$ cat config.mk
export PLATFORM = sky130hd
export DESIGN_NAME = stereo_audio_mixer_clip_flat
export DESIGN_NICKNAME = d
export VERILOG_FILES = /design/src/sam_pkg.sv /design/src/sam_frame_if.sv /design/src/sam_mix_if.sv /design/src/sam_cfg_if.sv /design/src/stereo_audio_mixer_clip.sv /design/src/sam_regs.sv /design/src/sam_sum.sv /design/src/sam_gain.sv /design/src/sam_mix.sv /design/src/flat_wrapper.sv
export SDC_FILE = /design/constraint.sdc
export NUM_CORES = 1
export LEC_CHECK = 0
export ABC_AREA = 1
export BUFFER_PORTS_ARGS = -buffer_cell sky130_fd_sc_hd__buf_2
export CORE_MARGIN = 1
export CORE_UTILIZATION = 65
export DETAILED_ROUTE_END_ITERATION = 6
export PLACE_DENSITY_LB_ADDON = 0.3
export SLEW_MARGIN = 5
export SYNTH_ARGS = -nofsm -noshare
export SYNTH_HDL_FRONTEND = slang
export SYNTH_SLANG_ARGS = --single-unit
$ cat constraint.sdc
create_clock -name clk -period 14 [get_ports clk]
set_input_delay 2.8 -clock clk [delete_from_list [all_inputs] [get_ports clk]]
set_output_delay 2.8 -clock clk [all_outputs]
set_load 0.03 [all_outputs]
$ cat src/sam_pkg.sv
// Shared types, constants and helper functions for the stereo audio mixer.
// No dependencies; every other file of the mixer imports this package.
package sam_pkg;

  localparam int SAMPLE_W = 8;
  localparam int MIX_W    = 10;
  localparam int GAIN_W   = 9;
  localparam int PROD_W   = 20;
  localparam int CFG_IDX_W  = 4;
  localparam int CFG_DATA_W = 8;

  // register indexes
  localparam logic [CFG_IDX_W-1:0] REG_LEFT_TONE_EN   = 4'd0;
  localparam logic [CFG_IDX_W-1:0] REG_RIGHT_TONE_EN  = 4'd1;
  localparam logic [CFG_IDX_W-1:0] REG_LEFT_LEVEL     = 4'd2;
  localparam logic [CFG_IDX_W-1:0] REG_RIGHT_LEVEL    = 4'd3;
  localparam logic [CFG_IDX_W-1:0] REG_TONE_SHIFT     = 4'd4;
  localparam logic [CFG_IDX_W-1:0] REG_DMA_A_FULL     = 4'd5;
  localparam logic [CFG_IDX_W-1:0] REG_DMA_B_FULL     = 4'd6;
  localparam logic [CFG_IDX_W-1:0] REG_DMA_ROUTES     = 4'd7;

  localparam logic signed [11:0] MIX_MAX = 12'sd511;
  localparam logic signed [11:0] MIX_MIN = -12'sd512;

  // dma_routes bits
  localparam int ROUTE_A_LEFT  = 0;
  localparam int ROUTE_A_RIGHT = 1;
  localparam int ROUTE_B_LEFT  = 2;
  localparam int ROUTE_B_RIGHT = 3;

  typedef struct packed {
    logic [3:0] left_tone_enables;
    logic [3:0] right_tone_enables;
    logic [2:0] left_master_level;
    logic [2:0] right_master_level;
    logic [1:0] tone_shift_select;
    logic       dma_a_full_volume;
    logic       dma_b_full_volume;
    logic [3:0] dma_routes;
  } cfg_t;

  // after summing
  typedef struct packed {
    logic signed [MIX_W-1:0] tone_l;
    logic signed [MIX_W-1:0] tone_r;
    logic signed [MIX_W-1:0] dma_l;
    logic signed [MIX_W-1:0] dma_r;
    logic [GAIN_W-1:0]       gain_l;
    logic [GAIN_W-1:0]       gain_r;
    logic [1:0]              shift_sel;
  } sum_t;

  // after gain multiply
  typedef struct packed {
    logic signed [PROD_W-1:0] prod_l;
    logic signed [PROD_W-1:0] prod_r;
    logic signed [MIX_W-1:0]  dma_l;
    logic signed [MIX_W-1:0]  dma_r;
    logic [1:0]               shift_sel;
  } prod_t;

  function automatic logic [GAIN_W-1:0] gain_lookup(input logic [2:0] level);
    logic [GAIN_W-1:0] g;
    case (level)
      3'd0:    g = 9'h000;
      3'd1:    g = 9'h024;
      3'd2:    g = 9'h049;
      3'd3:    g = 9'h06d;
      3'd4:    g = 9'h092;
      3'd5:    g = 9'h0b6;
      3'd6:    g = 9'h0db;
      default: g = 9'h100;
    endcase
    return g;
  endfunction

  function automatic logic signed [MIX_W-1:0] clip10(input logic signed [11:0] v);
    logic signed [MIX_W-1:0] r;
    if (v > MIX_MAX) begin
      r = MIX_MAX[MIX_W-1:0];
    end else if (v < MIX_MIN) begin
      r = MIX_MIN[MIX_W-1:0];
    end else begin
      r = v[MIX_W-1:0];
    end
    return r;
  endfunction

endpackage

$ cat src/sam_frame_if.sv
// Input channel of the mixer: one stereo frame of six signed samples.
// Depends on sam_pkg.
interface sam_frame_if;
  import sam_pkg::*;

  logic                       valid;
  logic                       ready;
  logic signed [SAMPLE_W-1:0] tone1_sample;
  logic signed [SAMPLE_W-1:0] tone2_sample;
  logic signed [SAMPLE_W-1:0] tone3_sample;
  logic signed [SAMPLE_W-1:0] tone4_sample;
  logic signed [SAMPLE_W-1:0] fifo_a_sample;
  logic signed [SAMPLE_W-1:0] fifo_b_sample;

  modport source (output valid, tone1_sample, tone2_sample, tone3_sample, tone4_sample,
                  fifo_a_sample, fifo_b_sample, input ready);
  modport sink (input valid, tone1_sample, tone2_sample, tone3_sample, tone4_sample,
                fifo_a_sample, fifo_b_sample, output ready);
endinterface

$ cat src/sam_mix_if.sv
// Output channel of the mixer: one clipped stereo sample pair.
// Depends on sam_pkg.
interface sam_mix_if;
  import sam_pkg::*;

  logic                    valid;
  logic                    ready;
  logic signed [MIX_W-1:0] left_out;
  logic signed [MIX_W-1:0] right_out;

  modport source (output valid, left_out, right_out, input ready);
  modport sink (input valid, left_out, right_out, output ready);
endinterface

$ cat src/sam_cfg_if.sv
// Register write channel of the mixer: index and write data.
// Depends on sam_pkg.
interface sam_cfg_if;
  import sam_pkg::*;

  logic                  valid;
  logic                  ready;
  logic [CFG_IDX_W-1:0]  index;
  logic [CFG_DATA_W-1:0] data;

  modport source (output valid, index, data, input ready);
  modport sink (input valid, index, data, output ready);
endinterface

$ cat src/stereo_audio_mixer_clip.sv
// Stereo audio mixer with clipping: top level.
// Depends on sam_pkg, the three channel interfaces, sam_regs, sam_sum,
// sam_gain and sam_mix.
//
// Takes one frame per clock cycle while the output is not stalled, and returns
// its mixed stereo pair through three register stages: clipped
// sums and gain lookup, gain multiply, then shift, DMA add and final clip.
// The last stage is the output register, so a stalled output holds up to
// three frames and backpressure reaches the input only when all three are
// full. Register writes are taken in any cycle; change registers only while
// no frame is in flight.
module stereo_audio_mixer_clip (
  input logic         clk,
  input logic         rst,
  sam_frame_if.sink   in_frame,
  sam_mix_if.source   out_mix,
  sam_cfg_if.sink     cfg
);
  import sam_pkg::*;

  cfg_t  regs;
  logic  sum_valid;
  logic  sum_ready;
  sum_t  sum_data;
  logic  prod_valid;
  logic  prod_ready;
  prod_t prod_data;

  assign cfg.ready = 1'b1;

  sam_regs u_regs (
    .clk      (clk),
    .rst      (rst),
    .wr_en    (cfg.valid && cfg.ready),
    .wr_index (cfg.index),
    .wr_data  (cfg.data),
    .cfg      (regs)
  );

  sam_sum u_sum (
    .clk       (clk),
    .rst       (rst),
    .cfg       (regs),
    .in_valid  (in_frame.valid),
    .in_ready  (in_frame.ready),
    .tone1     (in_frame.tone1_sample),
    .tone2     (in_frame.tone2_sample),
    .tone3     (in_frame.tone3_sample),
    .tone4     (in_frame.tone4_sample),
    .fifo_a    (in_frame.fifo_a_sample),
    .fifo_b    (in_frame.fifo_b_sample),
    .out_valid (sum_valid),
    .out_ready (sum_ready),
    .out_data  (sum_data)
  );

  sam_gain u_gain (
    .clk       (clk),
    .rst       (rst),
    .in_valid  (sum_valid),
    .in_ready  (sum_ready),
    .in_data   (sum_data),
    .out_valid (prod_valid),
    .out_ready (prod_ready),
    .out_data  (prod_data)
  );

  sam_mix u_mix (
    .clk       (clk),
    .rst       (rst),
    .in_valid  (prod_valid),
    .in_ready  (prod_ready),
    .in_data   (prod_data),
    .out_valid (out_mix.valid),
    .out_ready (out_mix.ready),
    .left_out  (out_mix.left_out),
    .right_out (out_mix.right_out)
  );

  // input stalls only when every stage holds a frame
  a_stall_only_when_full: assert property (@(posedge clk) disable iff (rst)
    !in_frame.ready |-> (sum_valid && prod_valid && out_mix.valid))
    else $error("input stalled with an empty stage");

  // a frame entering an empty pipeline reaches out_mix.valid after passing each stage register
  a_latency_empty: assert property (@(posedge clk) disable iff (rst)
    (in_frame.valid && in_frame.ready && !sum_valid && !prod_valid && !out_mix.valid)
    |=> ##2 out_mix.valid)
    else $error("frame not delivered at expected latency");

  // a stage that holds a frame while stalled keeps it
  a_mid_stage_holds: assert property (@(posedge clk) disable iff (rst)
    (prod_valid && !prod_ready) |=> (prod_valid && $stable(prod_data)))
    else $error("multiply stage lost or changed a stalled frame");
endmodule

$ cat src/sam_regs.sv
// Configuration register file of the mixer.
// Depends on sam_pkg; writes arrive from the top level's register channel.
module sam_regs (
  input  logic                           clk,
  input  logic                           rst,
  input  logic                           wr_en,
  input  logic [sam_pkg::CFG_IDX_W-1:0]  wr_index,
  input  logic [sam_pkg::CFG_DATA_W-1:0] wr_data,
  output sam_pkg::cfg_t                  cfg
);
  import sam_pkg::*;

  always_ff @(posedge clk) begin
    if (rst) begin
      cfg <= '0;
    end else if (wr_en) begin
      case (wr_index)
        REG_LEFT_TONE_EN:  cfg.left_tone_enables  <= wr_data[3:0];
        REG_RIGHT_TONE_EN: cfg.right_tone_enables <= wr_data[3:0];
        REG_LEFT_LEVEL:    cfg.left_master_level  <= wr_data[2:0];
        REG_RIGHT_LEVEL:   cfg.right_master_level <= wr_data[2:0];
        REG_TONE_SHIFT:    cfg.tone_shift_select  <= wr_data[1:0];
        REG_DMA_A_FULL:    cfg.dma_a_full_volume  <= wr_data[0];
        REG_DMA_B_FULL:    cfg.dma_b_full_volume  <= wr_data[0];
        REG_DMA_ROUTES:    cfg.dma_routes         <= wr_data[3:0];
        default: ;
      endcase
    end
  end
endmodule

$ cat src/sam_sum.sv
// Stage 1: clipped tone and DMA sums per side, gain table lookup.
// Depends on sam_pkg; fed by the input channel and the register file.
module sam_sum (
  input  logic                                clk,
  input  logic                                rst,
  input  sam_pkg::cfg_t                       cfg,
  input  logic                                in_valid,
  output logic                                in_ready,
  input  logic signed [sam_pkg::SAMPLE_W-1:0] tone1,
  input  logic signed [sam_pkg::SAMPLE_W-1:0] tone2,
  input  logic signed [sam_pkg::SAMPLE_W-1:0] tone3,
  input  logic signed [sam_pkg::SAMPLE_W-1:0] tone4,
  input  logic signed [sam_pkg::SAMPLE_W-1:0] fifo_a,
  input  logic signed [sam_pkg::SAMPLE_W-1:0] fifo_b,
  output logic                                out_valid,
  input  logic                                out_ready,
  output sam_pkg::sum_t                       out_data
);
  import sam_pkg::*;

  function automatic logic signed [MIX_W-1:0] tone_sum(
    input logic [3:0] en,
    input logic signed [SAMPLE_W-1:0] t1,
    input logic signed [SAMPLE_W-1:0] t2,
    input logic signed [SAMPLE_W-1:0] t3,
    input logic signed [SAMPLE_W-1:0] t4
  );
    logic signed [MIX_W-1:0] acc;
    acc = '0;
    if (en[0]) acc = clip10(12'(acc) + 12'(t1));
    if (en[1]) acc = clip10(12'(acc) + 12'(t2));
    if (en[2]) acc = clip10(12'(acc) + 12'(t3));
    if (en[3]) acc = clip10(12'(acc) + 12'(t4));
    return acc;
  endfunction

  function automatic logic signed [MIX_W-1:0] dma_sum(
    input logic use_a,
    input logic use_b,
    input logic signed [MIX_W-1:0] a,
    input logic signed [MIX_W-1:0] b
  );
    logic signed [MIX_W-1:0] acc;
    acc = '0;
    if (use_a) acc = clip10(12'(acc) + 12'(a));
    if (use_b) acc = clip10(12'(acc) + 12'(b));
    return acc;
  endfunction

  logic signed [MIX_W-1:0] dma_a;
  logic signed [MIX_W-1:0] dma_b;
  sum_t                    sum_next;

  assign dma_a = cfg.dma_a_full_volume ? {fifo_a[SAMPLE_W-1], fifo_a, 1'b0}
                                       : MIX_W'(fifo_a);
  assign dma_b = cfg.dma_b_full_volume ? {fifo_b[SAMPLE_W-1], fifo_b, 1'b0}
                                       : MIX_W'(fifo_b);

  always_comb begin
    sum_next.tone_l    = tone_sum(cfg.left_tone_enables, tone1, tone2, tone3, tone4);
    sum_next.tone_r    = tone_sum(cfg.right_tone_enables, tone1, tone2, tone3, tone4);
    sum_next.dma_l     = dma_sum(cfg.dma_routes[ROUTE_A_LEFT], cfg.dma_routes[ROUTE_B_LEFT],
                                 dma_a, dma_b);
    sum_next.dma_r     = dma_sum(cfg.dma_routes[ROUTE_A_RIGHT], cfg.dma_routes[ROUTE_B_RIGHT],
                                 dma_a, dma_b);
    sum_next.gain_l    = gain_lookup(cfg.left_master_level);
    sum_next.gain_r    = gain_lookup(cfg.right_master_level);
    sum_next.shift_sel = cfg.tone_shift_select;
  end

  assign in_ready = !out_valid || out_ready;

  always_ff @(posedge clk) begin
    if (rst) begin
      out_valid <= 1'b0;
    end else if (in_ready) begin
      out_valid <= in_valid;
    end
  end

  always_ff @(posedge clk) begin
    if (in_ready && in_valid) begin
      out_data <= sum_next;
    end
  end
endmodule

$ cat src/sam_gain.sv
// Stage 2: master gain multiply of the tone sums.
// Depends on sam_pkg; sits between sam_sum and sam_mix.
module sam_gain (
  input  logic          clk,
  input  logic          rst,
  input  logic          in_valid,
  output logic          in_ready,
  input  sam_pkg::sum_t in_data,
  output logic          out_valid,
  input  logic          out_ready,
  output sam_pkg::prod_t out_data
);
  import sam_pkg::*;

  logic signed [MIX_W-1:0] gain_l;
  logic signed [MIX_W-1:0] gain_r;
  prod_t                   prod_next;

  assign gain_l = {1'b0, in_data.gain_l};
  assign gain_r = {1'b0, in_data.gain_r};

  always_comb begin
    prod_next.prod_l    = in_data.tone_l * gain_l;
    prod_next.prod_r    = in_data.tone_r * gain_r;
    prod_next.dma_l     = in_data.dma_l;
    prod_next.dma_r     = in_data.dma_r;
    prod_next.shift_sel = in_data.shift_sel;
  end

  assign in_ready = !out_valid || out_ready;

  always_ff @(posedge clk) begin
    if (rst) begin
      out_valid <= 1'b0;
    end else if (in_ready) begin
      out_valid <= in_valid;
    end
  end

  always_ff @(posedge clk) begin
    if (in_ready && in_valid) begin
      out_data <= prod_next;
    end
  end
endmodule

$ cat src/sam_mix.sv
// Stage 3: tone shift, DMA add and final clip into the output register.
// Depends on sam_pkg; drives the output channel through the top level.
module sam_mix (
  input  logic                             clk,
  input  logic                             rst,
  input  logic                             in_valid,
  output logic                             in_ready,
  input  sam_pkg::prod_t                   in_data,
  output logic                             out_valid,
  input  logic                             out_ready,
  output logic signed [sam_pkg::MIX_W-1:0] left_out,
  output logic signed [sam_pkg::MIX_W-1:0] right_out
);
  import sam_pkg::*;

  function automatic logic signed [11:0] tone_shift(
    input logic signed [PROD_W-1:0] p,
    input logic [1:0]               sel
  );
    logic signed [PROD_W-1:0] s;
    case (sel)
      2'd0:    s = p >>> 10;
      2'd1:    s = p >>> 9;
      2'd2:    s = p >>> 8;
      default: s = p >>> 7;
    endcase
    return s[11:0];
  endfunction

  logic signed [11:0]      tone_l;
  logic signed [11:0]      tone_r;
  logic signed [MIX_W-1:0] left_next;
  logic signed [MIX_W-1:0] right_next;

  assign tone_l     = tone_shift(in_data.prod_l, in_data.shift_sel);
  assign tone_r     = tone_shift(in_data.prod_r, in_data.shift_sel);
  assign left_next  = clip10(tone_l + 12'(in_data.dma_l));
  assign right_next = clip10(tone_r + 12'(in_data.dma_r));

  assign in_ready = !out_valid || out_ready;

  always_ff @(posedge clk) begin
    if (rst) begin
      out_valid <= 1'b0;
    end else if (in_ready) begin
      out_valid <= in_valid;
    end
  end

  always_ff @(posedge clk) begin
    if (in_ready && in_valid) begin
      left_out  <= left_next;
      right_out <= right_next;
    end
  end
endmodule
$ cat src/flat_wrapper.sv
// flat-port wrapper written by rule: the top's interface ports become plain ports
module stereo_audio_mixer_clip_flat import sam_pkg::*;
  (clk, rst, in_frame_valid, in_frame_tone1_sample, in_frame_tone2_sample, in_frame_tone3_sample, in_frame_tone4_sample, in_frame_fifo_a_sample, in_frame_fifo_b_sample, in_frame_ready, out_mix_valid, out_mix_left_out, out_mix_right_out, out_mix_ready, cfg_valid, cfg_index, cfg_data, cfg_ready);
  sam_frame_if in_frame_i ();
  sam_mix_if out_mix_i ();
  sam_cfg_if cfg_i ();
  input logic clk;
  input logic rst;
  input wire logic [$bits(in_frame_i.valid)-1:0] in_frame_valid;
  input wire logic [$bits(in_frame_i.tone1_sample)-1:0] in_frame_tone1_sample;
  input wire logic [$bits(in_frame_i.tone2_sample)-1:0] in_frame_tone2_sample;
  input wire logic [$bits(in_frame_i.tone3_sample)-1:0] in_frame_tone3_sample;
  input wire logic [$bits(in_frame_i.tone4_sample)-1:0] in_frame_tone4_sample;
  input wire logic [$bits(in_frame_i.fifo_a_sample)-1:0] in_frame_fifo_a_sample;
  input wire logic [$bits(in_frame_i.fifo_b_sample)-1:0] in_frame_fifo_b_sample;
  output wire logic [$bits(in_frame_i.ready)-1:0] in_frame_ready;
  output wire logic [$bits(out_mix_i.valid)-1:0] out_mix_valid;
  output wire logic [$bits(out_mix_i.left_out)-1:0] out_mix_left_out;
  output wire logic [$bits(out_mix_i.right_out)-1:0] out_mix_right_out;
  input wire logic [$bits(out_mix_i.ready)-1:0] out_mix_ready;
  input wire logic [$bits(cfg_i.valid)-1:0] cfg_valid;
  input wire logic [$bits(cfg_i.index)-1:0] cfg_index;
  input wire logic [$bits(cfg_i.data)-1:0] cfg_data;
  output wire logic [$bits(cfg_i.ready)-1:0] cfg_ready;
  assign in_frame_i.valid = in_frame_valid;
  assign in_frame_i.tone1_sample = in_frame_tone1_sample;
  assign in_frame_i.tone2_sample = in_frame_tone2_sample;
  assign in_frame_i.tone3_sample = in_frame_tone3_sample;
  assign in_frame_i.tone4_sample = in_frame_tone4_sample;
  assign in_frame_i.fifo_a_sample = in_frame_fifo_a_sample;
  assign in_frame_i.fifo_b_sample = in_frame_fifo_b_sample;
  assign in_frame_ready = in_frame_i.ready;
  assign out_mix_valid = out_mix_i.valid;
  assign out_mix_left_out = out_mix_i.left_out;
  assign out_mix_right_out = out_mix_i.right_out;
  assign out_mix_i.ready = out_mix_ready;
  assign cfg_i.valid = cfg_valid;
  assign cfg_i.index = cfg_index;
  assign cfg_i.data = cfg_data;
  assign cfg_ready = cfg_i.ready;
  stereo_audio_mixer_clip u_core (.clk(clk), .rst(rst), .in_frame(in_frame_i), .out_mix(out_mix_i), .cfg(cfg_i));
endmodule
==> key figures, run 1 <==
Outcome
  – Outcome: finished with violations
  – Failing checks: design-rule violations

Die
  – Core area: 0.0273 mm²
  – Chip width: 170 µm
  – Rows: 60
  – I/O Pins: 88
  – Die height: 170 µm
  – Initial Util: 67.0%
  – Die Area: 0.0287 mm²

Route
  – Via count: 15476
  – Vias per cell: 5.47
  – WL final: 42700 µm
  – WL per Instance: 15.1 µm
  – DR pass1 iterations: 7
  – Initial DRC Count: 1219
  – Drt drc: 11
  – Final ANT Viol Nets: 0

Clocking
  – Number of hold buffers added after cts: 0
  – Root Buffer: clkbuf_16
  – Clk_lat worst skew: 440 ps
  – CTS tree: yes
  – Total clock buffers created by CTS: 17
  – CTS resizes: 0
  – H-tree levels: 4
  – Reg clk slew, reported paths: 80 ps
  – Maximum clock path buffer count: 2
  – Setup repair bufs after CTS: 0
  – TritonCTS Sinks: 143

Synthesis
  – #FFs+latches synth: 143
  – Post-synthesis sequential area ratio: 22.2%
  – EDFF count, synth: 118
  – Yosys cell types: 57
  – Synthesized Nets: 2769
  – Synth warn: 0
  – Synth Flop Type: edfxtp_1
  – Async SR Flop Fraction: 0%
  – Post-Syn Area: 0.0182 mm²
  – Mapped Cells: 2376
  – Avg Synthesized Cell Area: 7.68 µm²

Min path
  – HP Start: u_core.u_sum.out_data[26]$_DFFE_PP_
  – Hold WC Path Type: reg2reg
  – WHS Path Cells: 0
  – Hold EP: u_core.u_gain.out_data[8]$_DFFE_PP_

Layout
  – Antenna cell count: 0
  – Share of the core filled with cells: 71.8%
  – Syn-to-layout area delta: 7.20%
  – Area of the multi-input gates: 0.0122 mm²
  – Share of layout cells above drive strength 1: 8.43%
  – Filler Cells Inserted: 2180
  – Post-Layout Cell Count: 2827
  – Nets: 2835
  – Sequential Area: 0.00404 mm²

Power
  – Leakage: 11.0 nW
  – Max IR drop VDD: 0.0000905 V
  – Pwr/cell area: 109 mW/mm²

Worst setup path
  – Reg2Reg Depth: 17
  – WP data arrival: 8190 ps
  – Crit Reg-Reg Startpoint: u_core.u_sum.out_data[8]$_DFFE_PP_
  – R2r endpoint: u_core.u_gain.out_data[40]$_DFFE_PP_
  – Startpoint Class: input pin
  – CP max stage delay: 450 ps
  – Worst EP required: 14180 ps
  – Critical setup path kind: in2reg
  – Slowest cell on the critical path: fa_1
  – CP endpoint kind: flip-flop
  – Flop2flop setup slack: 7840 ps
  – Max FO, Critical Path: 13
  – Most used cell, CP: nand2_1

Timing
  – Relative slew slack: 26.6%
  – Tmin final: 8010 ps
  – RSZ-0062 raised after global routing: no
  – Fmax: 0.125 GHz
  – Max Transition Viols Final: 0
  – Final WS setup: 5990 ps
  – # setup viols final: 0
  – Worst clock skew: 20.0 ps
  – Final Hold Vio Count: 0
  – Setup_tns: 0 ps
  – Period utilization: 57.2%
  – Worst-Margin Slew: 1100 ps

Placement
  – Placed Cells incl. Taps: 2795
  – RePlAce Congestion: 0.952
  – Dpl hpwl: 36100 µm
  – Setup WS pre-CTS: 5610 ps
  – I/O Buffers: 82

Global route
  – First-pass GRT wire length: 71900 µm
  – Gr usage total: 31.4%
  – Total grt overflow: 0
  – Initial antenna violation count: 2
  – Largest net degree at the start of global routing: 51
  – Vias in the first global route: 15416

Run
  – MaxCap Viol Count: 0
==> stage by stage <==
step | hold WS (ps) | cell area, µm² | power (mW)
3_3_place_gp | 402 | 18900 | 1.63
3_5_place_dp | 405 | 18900 | 1.68
4_1_cts | 414 | 19600 | 2.14
5_1_grt | 428 | 19600 | 2.31
6_report | 413 | 19600 | 2.14
2_1_floorplan | 400 | 18200 | 1.42
==> how the worst max path moves through the flow <==
| stage | to | slack (ps) | startpoint |
|---|---|---|---|
| floorplan | u_core.u_sum.out_data[55]$_DFFE_PP_ | 6580 | in_frame_tone1_sample[0] |
| global placement | u_core.u_sum.out_data[48]$_DFFE_PP_ | 5680 | in_frame_tone1_sample[0] |
| detailed placement | u_core.u_sum.out_data[48]$_DFFE_PP_ | 5610 | in_frame_tone1_sample[0] |
| CTS | u_core.u_sum.out_data[48]$_DFFE_PP_ | 6060 | in_frame_tone1_sample[0] |
| global route | u_core.u_sum.out_data[48]$_DFFE_PP_ | 5500 | in_frame_tone1_sample[0] |
| finish | u_core.u_sum.out_data[48]$_DFFE_PP_ | 5990 | in_frame_tone1_sample[0] |
==> cells in the final DEF, fill, tap and decap left out, types with 82 or more instances in the layout <==
cell,count
buf_2,82
o21ai_0,83
nand3_1,98
a21oi_1,117
edfxtp_1,118
nand2_1,607
nor2_1,141
fa_1,146
ha_1,182
inv_1,481
==> cells in the mapped netlist (15+ instances only) <==
cell / number / area (µm²)
nand4_1: 22 / 138
clkbuf_1: 21 / 78.8
nor3_1: 18 / 90.1
fa_1: 146 / 2920
nor2_1: 141 / 529
nand3_1: 98 / 490
inv_1: 483 / 1810
dfxtp_1: 25 / 500
nand2_2: 27 / 169
edfxtp_1: 118 / 3540
a21oi_1: 118 / 591
xnor2_1: 32 / 280
a211oi_1: 19 / 143
xor2_1: 63 / 552
nand2_1: 607 / 2280
o21ai_0: 83 / 415
ha_1: 182 / 2280
nand3_2: 15 / 150
==> final cells by class <==
| cell class | instances | area share (%) |
|---|---|---|
| Multi-Input combinational cell | 1709 | 62.3 |
| Sequential cell | 143 | 20.7 |
| Inverter | 487 | 9.34 |
| Tap cell | 372 | 2.38 |
| Clock buffer | 17 | 2.17 |
| Timing Repair Buffer | 84 | 2.17 |
| Clock inverter | 15 | 0.991 |
==> state kept, by name, summed over array words and instances (netlist names) <==
name and count:
u_core.u_sum.out_valid 1, u_core.u_mix.right_out 10, u_core.u_regs.cfg 22, u_core.u_mix.out_valid 1
u_core.u_gain.out_data 48, u_core.u_mix.left_out 10, u_core.u_gain.out_valid 1, u_core.u_sum.out_data 50
==> cells by family (layout without fill, tap and decap cells) <==
family | count (synthesis) | count (layout) | synth area share, %
buffers and inverters | 524 | 603 | 11.1
DFF | 143 | 143 | 22.2
other | 1 | 1 | 0.0206
adders and majority gates | 328 | 328 | 28.5
AOI/OAI and AO/OA | 312 | 312 | 10.2
xor gates and xnor gates | 99 | 99 | 4.98
muxes | 6 | 6 | 0.329
and+or+nand+nor | 963 | 963 | 22.7
==> where the power goes <==
part           switching [mW]  total [mW]  leakage [nW]  internal [mW]
Sequential             0.0413       0.600          1.36          0.558
Combinational           0.684        1.08          9.30          0.397
Clock                   0.216       0.459         0.299          0.243
==> metal layers <==
| metal | global-route usage (%) | vias to the layer above | part of all wire [%] |
|---|---|---|---|
| met5 | 0 | - | 0.056 |
| met4 | 9.36 | 4 | 2.4 |
| li1 | - | 7694 | - |
| met2 | 56.3 | 485 | 49 |
| met1 | 39.6 | 7216 | 43 |
| met3 | 3.64 | 77 | 5.1 |
==> worst max-delay path: cells and delay by family <==
| family | cells | cell delay [ps] |
|---|---|---|
| buffers and inverters | 4 | 240 |
| adder cells (fa/ha/maj) | 6 | 2030 |
| AO/OA/AOI/OAI | 2 | 670 |
| AND/OR/NAND/NOR | 25 | 2400 |
Note: power is estimated with default switching activity, not from simulation.
==> run 2, diff against run 1 <==
--- a/config.mk
+++ b/config.mk
@@ -5,10 +5,10 @@
 export SDC_FILE = /design/constraint.sdc
 export NUM_CORES = 1
 export LEC_CHECK = 0
-export ABC_AREA = 1
+export ABC_AREA = 0
 export BUFFER_PORTS_ARGS = -buffer_cell sky130_fd_sc_hd__buf_2
 export CORE_MARGIN = 1
-export CORE_UTILIZATION = 65
+export CORE_UTILIZATION = 64
 export DETAILED_ROUTE_END_ITERATION = 6
 export PLACE_DENSITY_LB_ADDON = 0.3
 export SLEW_MARGIN = 5
==> constraint.sdc (replaced) <==
create_clock -name clk -period 8.2 [get_ports clk]
set_input_delay 1.64 -clock clk [delete_from_list [all_inputs] [get_ports clk]]
set_output_delay 1.64 -clock clk [all_outputs]
set_load 0.03 [all_outputs]
==> key figures, run 2 <==
Global route
  – Initial antenna violation count: 4 (was 2)
  – First-pass GRT wire length: 61900 µm (was 71900 µm)
  – Largest net degree at the start of global routing: 51 (unchanged)
  – Total grt overflow: 0 (unchanged)
  – Gr usage total: 29.0% (was 31.4%)
  – Vias in the first global route: 13090 (was 15416)

Die
  – Core area: 0.0261 mm² (was 0.0273 mm²)
  – Initial Util: 65.4% (was 67.0%)
  – Die height: 165 µm (was 170 µm)
  – I/O Pins: 88 (unchanged)
  – Chip width: 165 µm (was 170 µm)
  – Die Area: 0.0273 mm² (was 0.0287 mm²)
  – Rows: 59 (was 60)

Power
  – Pwr/cell area: 174 mW/mm² (was 109 mW/mm²)
  – Max IR drop VDD: 0.000152 V (was 0.0000905 V)
  – Leakage: 8.66 nW (was 11.0 nW)

Placement
  – Placed cell areas: 0.0178 mm² (was 0.0189 mm²)
  – Placed Cells incl. Taps: 2117 (was 2795)
  – Dpl hpwl: 30700 µm (was 36100 µm)
  – I/O Buffers: 82 (unchanged)
  – RePlAce Congestion: 0.978 (was 0.952)

Worst setup path
  – Startpoint Class: input pin (unchanged)
  – Reg2Reg Depth: 27 (was 17)
  – Worst EP required: 8450 ps (was 14180 ps)
  – WP data arrival: 7980 ps (was 8190 ps)
  – CP endpoint kind: flip-flop (unchanged)
  – Critical setup path kind: in2reg (unchanged)
  – Flop2flop setup slack: 1410 ps (was 7840 ps)
  – R2r endpoint: u_core.u_sum.out_data[44]$_DFFE_PP_ (was u_core.u_gain.out_data[40]$_DFFE_PP_)
  – Max FO, Critical Path: 7 (was 13)
  – Crit Reg-Reg Startpoint: u_core.u_regs.cfg[14]$_SDFFE_PP0P_ (was u_core.u_sum.out_data[8]$_DFFE_PP_)

Layout
  – Most common cell after layout, fill and taps aside: inv_1 (was nand2_1)
  – Commonest non-fill, non-tap cells in the layout: inv_1 (221), ha_1 (182), fa_1 (146) (was nand2_1 (607), inv_1 (481), ha_1 (182))
  – Largest reg by FF count: u_core.u_sum.out_data (unchanged)
  – Max FFs per register: 50 (unchanged)
  – Share of the core filled with cells: 70.8% (was 71.8%)
  – Post-route cell area: 0.0185 mm² (was 0.0196 mm²)
  – Post-Layout Cell Count: 2152 (was 2827)
  – Share of layout cells above drive strength 1: 11.1% (was 8.43%)
  – Syn-to-layout area delta: 8.32% (was 7.20%)
  – Largest regs: u_core.u_sum.out_data: 50 flops, u_core.u_gain.out_data: 48 flops, u_core.u_regs.cfg: 22 flops (unchanged)
  – Filler Cells Inserted: 1914 (was 2180)
  – Nets: 2194 (was 2835)

Synthesis
  – #FFs+latches synth: 143 (unchanged)
  – Async SR Flop Fraction: 0% (unchanged)
  – Post-Syn Area: 0.0170 mm² (was 0.0182 mm²)
  – Yosys top cell area share: 20.8% (was 19.4%)
  – Synth Flop Type: edfxtp_1 (unchanged)
  – Avg Synthesized Cell Area: 9.88 µm² (was 7.68 µm²)
  – Synth top cells by count: inv_1 (221), ha_1 (182), fa_1 (146) (was nand2_1 (607), inv_1 (483), ha_1 (182))
  – Top-count cell post-synth: inv_1 (was nand2_1)
  – Yosys cell types: 84 (was 57)
  – Synthesized Nets: 2118 (was 2769)
  – Dominant cells by area after synthesis: edfxtp_1 (21%), fa_1 (17%), ha_1 (13%), inv_1 (4.9%), xnor2_1 (3.3%) (was edfxtp_1 (19%), fa_1 (16%), nand2_1 (12%), ha_1 (12%), inv_1 (9.9%))
  – Post-synthesis sequential area ratio: 23.7% (was 22.2%)
  – Synth warn: 0 (unchanged)
  – Mapped Cells: 1725 (was 2376)
  – Area leader, netlist: edfxtp_1 (unchanged)
  – EDFF count, synth: 118 (unchanged)

Min path
  – Hold WC Path Type: reg2reg (unchanged)
  – HP Start: u_core.u_sum.out_data[26]$_DFFE_PP_ (unchanged)
  – WHS Path Cells: 0 (unchanged)
  – Hold EP: u_core.u_gain.out_data[8]$_DFFE_PP_ (unchanged)

Route
  – WL final: 37900 µm (was 42700 µm)
  – Initial DRC Count: 628 (was 1219)
  – Via count: 12738 (was 15476)
  – Final ANT Viol Nets: 0 (unchanged)
  – Drt drc: 0 (was 11)
  – WL per Instance: 17.6 µm (was 15.1 µm)
  – DR pass1 iterations: 5 (was 7)
  – Vias per cell: 5.92 (was 5.47)

Timing
  – Worst clock skew: 9.37 ps (was 20.0 ps)
  – Worst hold margin: 418 ps (was 413 ps)
  – Worst-Margin Slew: 1030 ps (was 1100 ps)
  – Final Hold Vio Count: 0 (unchanged)
  – Relative slew slack: 31.1% (was 26.6%)
  – Tmin final: 7730 ps
  – Period utilization: 94.3%
  – Max Transition Viols Final: 0 (unchanged)
  – RSZ-0062 raised after global routing: no (unchanged)
  – Fmax: 0.129 GHz
  – # setup viols final: 0 (unchanged)

Clocking
  – Maximum clock path buffer count: 2 (unchanged)
  – Clk_lat worst skew: 430 ps (was 440 ps)
  – Number of hold buffers added after cts: 0 (unchanged)
  – Root Buffer: clkbuf_16 (unchanged)
  – H-tree levels: 4 (unchanged)
  – CTS resizes: 0 (unchanged)
  – Reg clk slew, reported paths: 60 ps (was 80 ps)
  – TritonCTS Sinks: 143 (unchanged)
  – Total clock buffers created by CTS: 17 (unchanged)
  – CTS tree: yes (unchanged)
  – Setup repair bufs after CTS: 0 (unchanged)

Run
  – MaxCap Viol Count: 0 (unchanged)

Outcome
  – Outcome: complete, no violations (was finished with violations)
-- run 2: per-stage QoR --
stage | TNS, ps | worst slack (ps) | power [mW]
2_1_floorplan | 0 | 853 | 2.10
3_3_place_gp | 0 | 61.0 | 2.34
3_5_place_dp | -364 | -57.5 | 2.42
4_1_cts | 0 | 371 | 3.23
5_1_grt | 0 | 44.1 | 3.43
6_report | 0 | 469 | 3.21
-- run 2: report_power, final --
group / internal [mW] / total [mW] / switching [mW] / leakage (nW)
registers: 0.926 / 0.975 / 0.0490 / 1.35
logic: 0.635 / 1.44 / 0.808 / 7.01
clock network: 0.458 / 0.790 / 0.332 / 0.293
total: 2.02 / 3.21 / 1.19 / 8.66
-- run 2: cell families after synthesis --
family	Yosys count	synth area share, %
compound gates	348	13.8
xor+xnor	100	5.14
fa+ha+maj	345	31.5
buf+inv	257	5.71
flops	143	23.7
mux	99	6.97
other cells	1	0.0220
simple gates	432	13.1
-- run 2: layer usage --
layer / vias up / track usage (%) / share of wire [%]
met3: 70 / 3.90 / 3.9
met5: - / 0 / 0
met2: 303 / 53.3 / 51
met1: 6168 / 34.0 / 42
met4: 0 / 11.3 / 3.2
li1: 6197 / - / -
-- run 2: area by class of cell --
type | count | area [µm²] | share of cell area [%]
diodes | 3 | 7.51 | 0.0407
clock buffers | 17 | 425 | 2.31
clock inverters | 15 | 171 | 0.929
inverters | 222 | 833 | 4.52
multi-input cells | 1325 | 12100 | 65.4
flip-flops and latches | 143 | 4040 | 21.9
well taps | 335 | 419 | 2.27
repair buffers | 92 | 485 | 2.63
-- run 2: how the worst max path moves through the flow --
stage / to / from / slack [ps] / cells past startpoint
2_1_floorplan: u_core.u_sum.out_data[50]$_DFFE_PP_ / in_frame_tone1_sample[0] / 850 / 25
3_5_place_dp: u_core.u_sum.out_data[58]$_DFFE_PP_ / in_frame_tone1_sample[0] / -60 / 27
6_report: u_core.u_sum.out_data[44]$_DFFE_PP_ / in_frame_tone1_sample[0] / 470 / 28
4_1_cts: u_core.u_sum.out_data[58]$_DFFE_PP_ / in_frame_tone1_sample[0] / 370 / 27
5_1_grt: u_core.u_sum.out_data[58]$_DFFE_PP_ / in_frame_tone1_sample[0] / 40 / 28
3_3_place_gp: u_core.u_sum.out_data[58]$_DFFE_PP_ / in_frame_tone1_sample[0] / 60 / 26
-- run 2: worst max-delay path: stages --
cell and delay [ps]:
buf_2 110, and2_1 170, ha_1 230, fa_1 430, a211oi_1 270, o21bai_1 140, nand4bb_1 270, nand2_1 110
a2bb2oi_1 100, ha_1 230, fa_1 430, a211oi_1 380, o21bai_1 150, a31oi_2 300, nor2b_2 100, o21a_4 230
and2_1 180, o211ai_1 170, o21ai_0 160, ha_1 370, a21o_1 160, a221oi_1 490, a21o_1 220, a211oi_2 70
buf_4 180, nor2_1 300, a211oi_1 100, a211oi_1 260
